## src/rtl/assert_macros.svh

```systemverilog
// Concurrent assertion helpers; clk and rst_n are taken from the enclosing module.
`ifndef ASSERT_MACROS_SVH
`define ASSERT_MACROS_SVH

// Consequent holds in the same cycle as the antecedent.
`define ASSERT_NOW(label, ante, cons) \
    label: assert property (@(posedge clk) disable iff (!rst_n) (ante) |-> (cons)) \
        else $error("assertion failed");

// Consequent holds in the cycle after the antecedent.
`define ASSERT_NEXT(label, ante, cons) \
    label: assert property (@(posedge clk) disable iff (!rst_n) (ante) |=> (cons)) \
        else $error("assertion failed");

`endif

```

## src/rtl/cctc_pkg.sv

```systemverilog
`timescale 1ns / 1ps

package cctc_pkg;

    localparam int CodeW   = 4;
    localparam int LenW    = 28;
    localparam int DistW   = 16;
    localparam int StatW   = 2;
    localparam int CfgIdxW = 1;

    localparam logic [CodeW-1:0] OP_SOFT = 4'd4;
    localparam logic [CodeW-1:0] OP_HARD = 4'd5;

    localparam logic [StatW-1:0] STAT_OK       = 2'd0;
    localparam logic [StatW-1:0] STAT_NO_SEQ   = 2'd1;
    localparam logic [StatW-1:0] STAT_BAD_CLIP = 2'd2;

    localparam logic [CfgIdxW-1:0] CFG_DIST_FIVE  = 1'b0;
    localparam logic [CfgIdxW-1:0] CFG_DIST_THREE = 1'b1;

    typedef struct packed {
        logic [CodeW-1:0] code;
        logic [LenW-1:0]  len;
        logic             final_op;
        logic [LenW-1:0]  pos;
        logic [LenW-1:0]  rlen;
        logic             rev;
    } item_t;

    typedef struct packed {
        logic             trimmed;
        logic [StatW-1:0] status;
        logic [LenW-1:0]  start;
        logic [LenW-1:0]  stop;
    } result_t;

    function automatic logic [LenW-1:0] sat_add(input logic [LenW-1:0] a,
                                                input logic [LenW-1:0] b);
        logic [LenW:0] s;
        s = {1'b0, a} + {1'b0, b};
        return s[LenW] ? {LenW{1'b1}} : s[LenW-1:0];
    endfunction

endpackage

```

## src/rtl/cigar_clip_trim_check.sv

```systemverilog
`timescale 1ns / 1ps
`include "assert_macros.svh"
// Channel  | Handshake            | Beat
// ---------+----------------------+--------------------------------------------------
// in       | in_valid / in_ready  | cigar_code, cigar_length, final_op, site_position,
//          |                      | read_length, reverse_strand
// out      | out_valid / out_ready| trimmed, status, aligned_start, aligned_end
// cfg      | cfg_write            | cfg_index, cfg_data
//
// One beat per cycle sustained while no result is held by out_ready low.
// A result passes through the input register, the walker logic and the result register.
// Reset clears both distances to zero and returns the clip state to the start of a read.
// A final op waits in the input register only while a result is held by out_ready low.

module cigar_clip_trim_check
    import cctc_pkg::*;
(
    input  logic               clk,
    input  logic               rst_n,
    input  logic               in_valid,
    output logic               in_ready,
    input  logic [CodeW-1:0]   cigar_code,
    input  logic [LenW-1:0]    cigar_length,
    input  logic               final_op,
    input  logic [LenW-1:0]    site_position,
    input  logic [LenW-1:0]    read_length,
    input  logic               reverse_strand,
    output logic               out_valid,
    input  logic               out_ready,
    output logic               trimmed,
    output logic [StatW-1:0]   status,
    output logic [LenW-1:0]    aligned_start,
    output logic [LenW-1:0]    aligned_end,
    input  logic               cfg_write,
    input  logic [CfgIdxW-1:0] cfg_index,
    input  logic [DistW-1:0]   cfg_data
);

    logic [DistW-1:0] dist_five_reg;
    logic [DistW-1:0] dist_three_reg;

    item_t   item_in;
    item_t   s1_item;
    logic    s1_valid;
    logic    advance;
    logic    load;
    logic    can_load;
    result_t res;
    result_t res_out;

    always_ff @(posedge clk or negedge rst_n)
    begin
        if (!rst_n)
        begin
            dist_five_reg  <= '0;
            dist_three_reg <= '0;
        end
        else if (cfg_write)
        begin
            unique case (cfg_index)
                CFG_DIST_FIVE:  dist_five_reg  <= cfg_data;
                CFG_DIST_THREE: dist_three_reg <= cfg_data;
                default:        dist_five_reg  <= dist_five_reg;
            endcase
        end
    end

    assign item_in.code     = cigar_code;
    assign item_in.len      = cigar_length;
    assign item_in.final_op = final_op;
    assign item_in.pos      = site_position;
    assign item_in.rlen     = read_length;
    assign item_in.rev      = reverse_strand;

    assign advance = s1_valid && (!s1_item.final_op || can_load);
    assign load    = advance && s1_item.final_op;

    cctc_in_stage u_in_stage (
        .clk        (clk),
        .rst_n      (rst_n),
        .in_valid   (in_valid),
        .in_ready   (in_ready),
        .item_in    (item_in),
        .advance    (advance),
        .item_valid (s1_valid),
        .item_out   (s1_item)
    );

    cctc_walker u_walker (
        .clk        (clk),
        .rst_n      (rst_n),
        .item       (s1_item),
        .advance    (advance),
        .dist_five  (dist_five_reg),
        .dist_three (dist_three_reg),
        .res        (res)
    );

    cctc_out_stage u_out_stage (
        .clk       (clk),
        .rst_n     (rst_n),
        .load      (load),
        .res_in    (res),
        .can_load  (can_load),
        .out_valid (out_valid),
        .out_ready (out_ready),
        .res_out   (res_out)
    );

    assign trimmed       = res_out.trimmed;
    assign status        = res_out.status;
    assign aligned_start = res_out.start;
    assign aligned_end   = res_out.stop;

    `ASSERT_NEXT(a_load_shows, load, out_valid)
    `ASSERT_NOW(a_hold_only_on_full, s1_valid && !advance,
        s1_item.final_op && out_valid && !out_ready)

endmodule

```

## src/rtl/cctc_in_stage.sv

```systemverilog
`timescale 1ns / 1ps

module cctc_in_stage
    import cctc_pkg::*;
(
    input  logic  clk,
    input  logic  rst_n,
    input  logic  in_valid,
    output logic  in_ready,
    input  item_t item_in,
    input  logic  advance,
    output logic  item_valid,
    output item_t item_out
);

    logic  valid_reg;
    logic  valid_next;
    item_t item_reg;

    assign in_ready   = !valid_reg || advance;
    assign valid_next = (in_valid && in_ready) || (valid_reg && !advance);
    assign item_valid = valid_reg;
    assign item_out   = item_reg;

    always_ff @(posedge clk or negedge rst_n)
    begin
        if (!rst_n)
        begin
            valid_reg <= 1'b0;
        end
        else
        begin
            valid_reg <= valid_next;
        end
    end

    always_ff @(posedge clk)
    begin
        if (in_valid && in_ready)
        begin
            item_reg <= item_in;
        end
    end

endmodule

```

## src/rtl/cctc_walker.sv

```systemverilog
`timescale 1ns / 1ps
`include "assert_macros.svh"

module cctc_walker
    import cctc_pkg::*;
(
    input  logic             clk,
    input  logic             rst_n,
    input  item_t            item,
    input  logic             advance,
    input  logic [DistW-1:0] dist_five,
    input  logic [DistW-1:0] dist_three,
    output result_t          res
);

    logic            lead_reg,       lead_next;
    logic [LenW-1:0] lead_sum_reg,   lead_sum_next;
    logic            lead_bad_reg,   lead_bad_next;
    logic [LenW-1:0] trail_sum_reg,  trail_sum_next;
    logic [LenW-1:0] hard_sum_reg,   hard_sum_next;
    logic            trail_hard_reg, trail_hard_next;

    logic            is_soft;
    logic            is_hard;
    logic [LenW-1:0] qe;
    logic [LenW-1:0] after_hard;
    logic [LenW:0]   five_lim;
    logic [LenW:0]   three_lim;
    logic [LenW:0]   pos_d5;
    logic [LenW:0]   pos_d3;
    logic            hit;

    assign is_soft = (item.code == OP_SOFT);
    assign is_hard = (item.code == OP_HARD);

    always_comb
    begin
        lead_next       = lead_reg;
        lead_sum_next   = lead_sum_reg;
        lead_bad_next   = lead_bad_reg;
        trail_sum_next  = trail_sum_reg;
        hard_sum_next   = hard_sum_reg;
        trail_hard_next = trail_hard_reg;

        if (lead_reg)
        begin
            if (is_hard)
            begin
                if (lead_sum_reg != '0 && lead_sum_reg != item.rlen)
                begin
                    lead_bad_next = 1'b1;
                end
            end
            else if (is_soft)
            begin
                lead_sum_next = sat_add(lead_sum_reg, item.len);
            end
            else
            begin
                lead_next = 1'b0;
            end
        end

        if (is_soft)
        begin
            trail_sum_next = sat_add(trail_sum_reg, item.len);
        end
        else if (is_hard)
        begin
            if (!trail_hard_reg)
            begin
                hard_sum_next   = trail_sum_reg;
                trail_hard_next = 1'b1;
            end
        end
        else
        begin
            trail_sum_next  = '0;
            hard_sum_next   = '0;
            trail_hard_next = 1'b0;
        end
    end

    assign qe         = (trail_sum_next > item.rlen) ? '0 : item.rlen - trail_sum_next;
    assign after_hard = trail_sum_next - hard_sum_next;

    // Start limits are exclusive, end limits inclusive.
    assign five_lim  = {1'b0, lead_sum_next} + (LenW+1)'(dist_five);
    assign three_lim = {1'b0, lead_sum_next} + (LenW+1)'(dist_three);
    assign pos_d5    = {1'b0, item.pos} + (LenW+1)'(dist_five);
    assign pos_d3    = {1'b0, item.pos} + (LenW+1)'(dist_three);

    always_comb
    begin
        if (!item.rev)
        begin
            hit = ({1'b0, item.pos} < five_lim) || ({1'b0, qe} <= pos_d3);
        end
        else
        begin
            hit = ({1'b0, qe} <= pos_d5) || ({1'b0, item.pos} < three_lim);
        end
    end

    always_comb
    begin
        res.start = lead_sum_next;
        res.stop  = qe;
        priority if (lead_bad_next)
        begin
            res.status = STAT_BAD_CLIP;
        end
        else if (item.rlen == '0)
        begin
            res.status = STAT_NO_SEQ;
        end
        else if (trail_hard_next && after_hard != '0 && after_hard != item.rlen)
        begin
            res.status = STAT_BAD_CLIP;
        end
        else
        begin
            res.status = STAT_OK;
        end
        res.trimmed = (res.status == STAT_OK) && hit;
    end

    always_ff @(posedge clk or negedge rst_n)
    begin
        if (!rst_n)
        begin
            lead_reg       <= 1'b1;
            lead_sum_reg   <= '0;
            lead_bad_reg   <= 1'b0;
            trail_sum_reg  <= '0;
            hard_sum_reg   <= '0;
            trail_hard_reg <= 1'b0;
        end
        else if (advance)
        begin
            if (item.final_op)
            begin
                lead_reg       <= 1'b1;
                lead_sum_reg   <= '0;
                lead_bad_reg   <= 1'b0;
                trail_sum_reg  <= '0;
                hard_sum_reg   <= '0;
                trail_hard_reg <= 1'b0;
            end
            else
            begin
                lead_reg       <= lead_next;
                lead_sum_reg   <= lead_sum_next;
                lead_bad_reg   <= lead_bad_next;
                trail_sum_reg  <= trail_sum_next;
                hard_sum_reg   <= hard_sum_next;
                trail_hard_reg <= trail_hard_next;
            end
        end
    end

    `ASSERT_NEXT(a_read_clears, advance && item.final_op,
        lead_reg && lead_sum_reg == '0 && !lead_bad_reg && !trail_hard_reg)
    `ASSERT_NOW(a_err_not_trimmed, res.status != STAT_OK, !res.trimmed)
    `ASSERT_NOW(a_soft_before_hard, trail_hard_reg, hard_sum_reg <= trail_sum_reg)

endmodule

```

## src/rtl/cctc_out_stage.sv

```systemverilog
`timescale 1ns / 1ps

module cctc_out_stage
    import cctc_pkg::*;
(
    input  logic    clk,
    input  logic    rst_n,
    input  logic    load,
    input  result_t res_in,
    output logic    can_load,
    output logic    out_valid,
    input  logic    out_ready,
    output result_t res_out
);

    logic    valid_reg;
    logic    valid_next;
    result_t res_reg;

    assign can_load   = !valid_reg || out_ready;
    assign valid_next = load || (valid_reg && !out_ready);
    assign out_valid  = valid_reg;
    assign res_out    = res_reg;

    always_ff @(posedge clk or negedge rst_n)
    begin
        if (!rst_n)
        begin
            valid_reg <= 1'b0;
        end
        else
        begin
            valid_reg <= valid_next;
        end
    end

    always_ff @(posedge clk)
    begin
        if (load)
        begin
            res_reg <= res_in;
        end
    end

endmodule
```

## config.mk

```make
export PLATFORM = sky130hd
export DESIGN_NAME = cigar_clip_trim_check
export DESIGN_NICKNAME = d
export VERILOG_FILES = /design/src/rtl/cctc_pkg.sv /design/src/rtl/cigar_clip_trim_check.sv /design/src/rtl/cctc_in_stage.sv /design/src/rtl/cctc_walker.sv /design/src/rtl/cctc_out_stage.sv
export VERILOG_INCLUDE_DIRS = /design/src /design/src/rtl
export SDC_FILE = /design/constraint.sdc
export NUM_CORES = 1
export LEC_CHECK = 0
export BUFFER_PORTS_ARGS = -buffer_cell sky130_fd_sc_hd__buf_4
export CAP_MARGIN = 0
export CORE_AREA = 4 4 200 202
export DETAILED_ROUTE_END_ITERATION = 8
export DIE_AREA = 0 0 204 206
export PLACE_DENSITY = 0.78
export SETUP_SLACK_MARGIN = 0.5
export SLEW_MARGIN = 25
export SYNTH_ARGS = -nofsm -noshare
export SYNTH_HDL_FRONTEND = slang
export SYNTH_SLANG_ARGS = --single-unit
```

## constraint.sdc

```tcl
create_clock -name clk -period 24 [get_ports clk]
set_input_delay 7.2 -clock clk [delete_from_list [all_inputs] [get_ports clk]]
set_output_delay 7.2 -clock clk [all_outputs]
set_load 0.01 [all_outputs]
```

==> qor.txt, run 1 <==
status = completed
met3 GRT Util = 4.82%
Placer Congestion = 1.04
clk_skew = 0.0137 ns
met1 usage = 42.5%
Worst-Skew Late Latency = 0.59 ns
DR vias/cell = 6.45
cts hold-fix bufs = 0
area share of the largest cell type after synthesis = 19.7%
Most Crowded Layer GR = met2
Pre-antenna DRT Iters = 8
Worst Path Class, Setup = in -> out
DR vias = 19,833
footprint of the multi-input gates = 14,700 µm²
cell mode on critical path = buf_4
Resized cells post-CTS = 0
Root Driver = clkbuf_16
GRT overflow = 0
Worst slew margin = 27.4%
DIE AREA = 42,000 µm²
P_leak = 11.3 nW
Max VDD drop = 0.0642 mV
Fill cells = 3,024
synthesis-to-finish area growth = 12.6%
Top FF cell, synth = edfxtp_1
worst-margin pin slew = 1.06 ns
clk slew on worst S/H paths = 0.06 ns
CP Cell Sequence = buf_4 > nand4b_1 > buf_4
routed length per instance = 23.3 µm
crit end category = output pin
gr usage total = 33.3%
GR Util met2 = 56.4%
Worst Path Required = 16.80 ns
IO Count = 173
Net count, final = 2,933
area of the core = 38,300 µm²
hold crit path type = reg -> reg
Reg area = 7500 µm²
Max Clk Rate = 0.0670 GHz
TNS Setup = 0 ns
crit path DAT = 7.71 ns
DP Area = 24,500 µm²
Net Count, Synth = 2,781
Yosys top cell by area = edfxtp_1
worst reg2reg setup slack = 14.09 ns
Die Span Y = 206 µm
max-cap viol count = 0
I/O Buffers = 172
sequential element share of the synthesized area = 33.0%
layout cells sized above 1 = 12.8%
initial antenna violation count = 1
Clock Tree Buf Depth = 3
H-tree Lvls = 1
final instance area = 25,600 µm²
Worst Path Max Fanout = 3
CTS tree = done
Antenna Nets Post-Route = 0
Yosys reg bits = 270
P per Cell Area = 62.1 nW/µm²
RSZ-0062 raised after global routing = no
drt drc = 0
global-route wire length before repair = 110 mm
cell row count = 72
hpwl dp = 55.9 mm
Sinks on Clock Net = 270
syn_area_per_cell = 9.55 µm²
crit path max-delay cell type = nand4b_1
max reg flops = 90
startpoint types = input pin
slowest cell delay on critical path = 0.21 ns
fin crit share = 62.1%
synth top area cells = edfxtp_1, ha_1, dfrtp_1, xor2_1, xnor2_1
Synth Instances = 2,380
asr flop ratio synth = 44.8%
Post-synth EDFFs = 149
hold slack = 0.477 ns
Die W = 204 µm
postcts setup bufs = 0
Mapped Area = 22,700 µm²
Hold Fails Final Rpt = 0
Max Slew Vio Count = 0
Synth Warn # = 0
commonest non-fill, non-tap cell in the layout = ha_1
initial drt markers = 1,632
commonest cells after routing, fill and taps aside = ha_1, buf_4, nand2_1, o21ai_0, a21oi_1
Starting Density = 59.4%
number of global-route vias before repair = 19,919
ant diodes = 0
DRT Wirelength = 71.6 mm
count of cell types in the netlist = 101
Tmin final = 14.91 ns
Num CTS Buffers = 30
Setup Viol. Count Final = 0
largest net degree at the start of global routing = 87
## power breakdown
part           switching (mW)  internal (mW)
clock                   0.201          0.295
sequential             0.0385          0.526
combinational           0.305          0.224
## final cells by class
| cell class | instances | share of cell area, % |
|---|---|---|
| clock buffer | 39 | 3.35 |
| sequential | 270 | 29.3 |
| clock inverter | 17 | 0.787 |
| multi-input combinational | 1964 | 57.3 |
| tap | 518 | 2.53 |
| timing repair buffer | 188 | 5.52 |
| inverter | 78 | 1.14 |
## cell families after synthesis
logic type	Yosys count	share of synthesized area, %
AOI/OAI and AO/OA	687	20.6
xor gates and xnor gates	243	9.49
adders and majority gates	291	16.3
buffers and inverters	146	2.55
DFF	270	33.0
muxes	66	3.11
and+or+nand+nor	677	15.0
## worst paths after layout
check	endpoint	start	depth (start not counted)
hold reg to reg	u_walker.hard_sum_reg[6]	u_walker.hard_sum_reg[6]	2
hold / removal	u_walker.hard_sum_reg[6]	u_walker.hard_sum_reg[6]	2
setup reg to reg	u_out_stage.res_out[58]	u_in_stage.item_out[58]	33
setup / recovery	in_ready	out_ready	3
min in group asynchronous	dist_five_reg[15]	rst_n	1
max in group asynchronous	u_walker.trail_sum_reg[4]	rst_n	3
## cells in the mapped netlist (all sizes together), types with 16 or more instances
| master | count |
|---|---|
| dfrtp | 120 |
| a21oi | 155 |
| and2 | 16 |
| nor2 | 150 |
| a21o | 89 |
| nand2b | 59 |
| mux2i | 32 |
| o21bai | 30 |
| xnor2 | 119 |
| nor3 | 56 |
| a31oi | 21 |
| o21a | 17 |
| nand4 | 35 |
| o22a | 26 |
| nor2b | 38 |
| nand2 | 170 |
| a211oi | 23 |
| nand3 | 48 |
| xor2 | 122 |
| and3 | 26 |
| edfxtp | 149 |
| nor4 | 28 |
| mux2 | 34 |
| ha | 281 |
| clkbuf | 53 |
| inv | 78 |
| a22o | 28 |
| o21ai | 164 |
## worst max-delay path: cells and delay by family
family	cells	cell delay, ns
and+or+nand+nor	1	0.21
buffers and inverters	2	0.30
## per-stage QoR
step           power (mW)  utilization, %  setup slack [ns]  std cells
2_1_floorplan       0.928               -              9.36       2380
3_3_place_gp         1.07            64.1              9.10       3018
3_5_place_dp         1.09            64.1              9.09       3018
4_1_cts              1.59            66.8              9.09       3074
5_1_grt              1.67            66.8              9.04       3074
6_report             1.59            66.8              9.09       3074
## routing by layer
layer  part of all wire (%)  wire, µm
met2                     47     33700
met1                     40     28800
met3                    7.2      5130
met5                  0.022        16
met4                    5.5      3940
Note: power is estimated with default switching activity, not from simulation.
==> run 2, diff against run 1 <==
Clock period 24 ns to 14.15 ns, I/O delays scaled along.
==> qor.txt, run 2 (synthesized netlist as in run 1, its figures left out) <==
H-tree Lvls = 1
CP top delay family = compound AO/OA/AOI/OAI gates
CTS tree = done
TNS Setup = 0 ns
final worst slack = 4.97 ns
Max Clk Rate = 0.109 GHz
commonest cells after routing, fill and taps aside = ha_1, buf_4, nand2_1, o21ai_0, a21oi_1
commonest non-fill, non-tap cell in the layout = ha_1
hpwl dp = 59.5 mm
Starting Density = 59.4%
Worst slew margin = 30.6%
IO Count = 173
slowest cell delay on critical path = 0.55 ns
Max Slew Vio Count = 0
clk slew on worst S/H paths = 0.06 ns
I/O Buffers = 172
Antenna Nets Post-Route = 0
gr usage total = 35.2%
footprint of the multi-input gates = 14,700 µm²
status = completed
Worst Path Max Fanout = 14
Fill cells = 3,130
Num CTS Buffers = 31
Net count, final = 2,932
Die Span Y = 206 µm
Worst-Skew Late Latency = 0.60 ns
Pre-antenna DRT Iters = 6
drt drc = 0
cell row count = 72
routed length per instance = 24.5 µm
area of the core = 38,300 µm²
DR vias/cell = 6.50
worst-margin pin slew = 1.04 ns
Root Driver = clkbuf_16
DP Area = 24,500 µm²
hold crit path type = reg -> reg
ant diodes = 0
startpoint types = flip-flop
Worst Path Required = 14.58 ns
Sinks on Clock Net = 270
crit path max-delay cell type = a2111o_1
final instance area = 25,500 µm²
Setup Viol. Count Final = 0
max-cap viol count = 0
Tmin final = 9.18 ns
Hold Fails Final Rpt = 0
initial drt markers = 1,599
clk_skew = 0.0159 ns
Placer Congestion = 0.994
number of global-route vias before repair = 20,260
initial antenna violation count = 0
max reg flops = 90
Worst Path Class, Setup = reg -> reg
RSZ-0062 raised after global routing = no
postcts setup bufs = 0
DIE AREA = 42,000 µm²
Reg area = 7500 µm²
worst reg2reg setup slack = 4.97 ns
hold slack = 0.480 ns
layout cells sized above 1 = 12.4%
crit path DAT = 9.61 ns
DRT Wirelength = 75.4 mm
Resized cells post-CTS = 0
total power = 2.67 mW
fin crit share = 64.9%
crit end category = flip-flop
largest net degree at the start of global routing = 87
cell mode on critical path = ha_1
worst path bufs/invs = 2
synthesis-to-finish area growth = 12.2%
pre-CTS WS = 5.15 ns
global-route wire length before repair = 116 mm
DR vias = 19,990
P per Cell Area = 105 nW/µm²
GRT overflow = 0
cts hold-fix bufs = 0
P_leak = 11.3 nW
Clock Tree Buf Depth = 3
Max VDD drop = 0.109 mV
Die W = 204 µm
==> run 2: cell types whose count changed in the layout (fill, tap and decap cells not counted), moves of 2 or more <==
cell | previous run | this run
clkinv_2 | 6 | 4
bufinv_16 | 4 | 2
clkinvlp_4 | 4 | 0
clkinv_1 | 1 | 4
buf_4 | 188 | 185
clkbuf_1 | 4 | 12
==> run 2: where the power goes <==
group          switching, mW  internal [mW]  leakage (nW)
combinational          0.532          0.381          7.77
sequential            0.0682          0.892          3.05
clock                  0.340          0.461         0.482
==> run 2: layout make-up <==
| cell class | count | area share [%] |
|---|---|---|
| multi-input cells | 1964 | 57.5 |
| flip-flops and latches | 270 | 29.4 |
| repair buffers | 186 | 5.49 |
| clock buffers | 46 | 3.42 |
| well taps | 518 | 2.54 |
| inverters | 78 | 1.15 |
| clock inverters | 12 | 0.442 |
==> run 2: tightest hold or removal path, delay by kind of cell (launching register included) <==
kind / cells / cell delay, ns
simple gates: 1 / 0.05
flops: 1 / 0.34
compound gates: 1 / 0.06
==> run 2: per-stage QoR <==
| step | utilization, % | std cells |
|---|---|---|
| 3_3_place_gp | 64.0 | 3016 |
| 4_1_cts | 66.6 | 3074 |
| 6_report | 66.6 | 3074 |
| 2_1_floorplan | - | 2380 |
| 3_5_place_dp | 64.0 | 3016 |
| 5_1_grt | 66.6 | 3074 |
==> run 2: final timing paths <==
check / from / to / cells past startpoint
min: u_walker.hard_sum_reg[21] / u_walker.hard_sum_reg[21] / 2
max in group asynchronous: rst_n / u_walker.trail_sum_reg[19] / 2
max reg2reg: u_in_stage.item_out[58] / u_out_stage.res_out[58] / 33
min reg2reg: u_walker.hard_sum_reg[21] / u_walker.hard_sum_reg[21] / 2
max: u_in_stage.item_out[58] / u_out_stage.res_out[58] / 33
min in group asynchronous: rst_n / dist_five_reg[14] / 1
==> run 2: layer usage <==
metal,track usage (%),vias to the layer above,part of all wire [%]
li1,-,9227,-
met1,44.2,9712,40
met2,61.6,838,48
met3,3.97,213,6.2
met4,15.4,0,5.4
met5,0,-,0
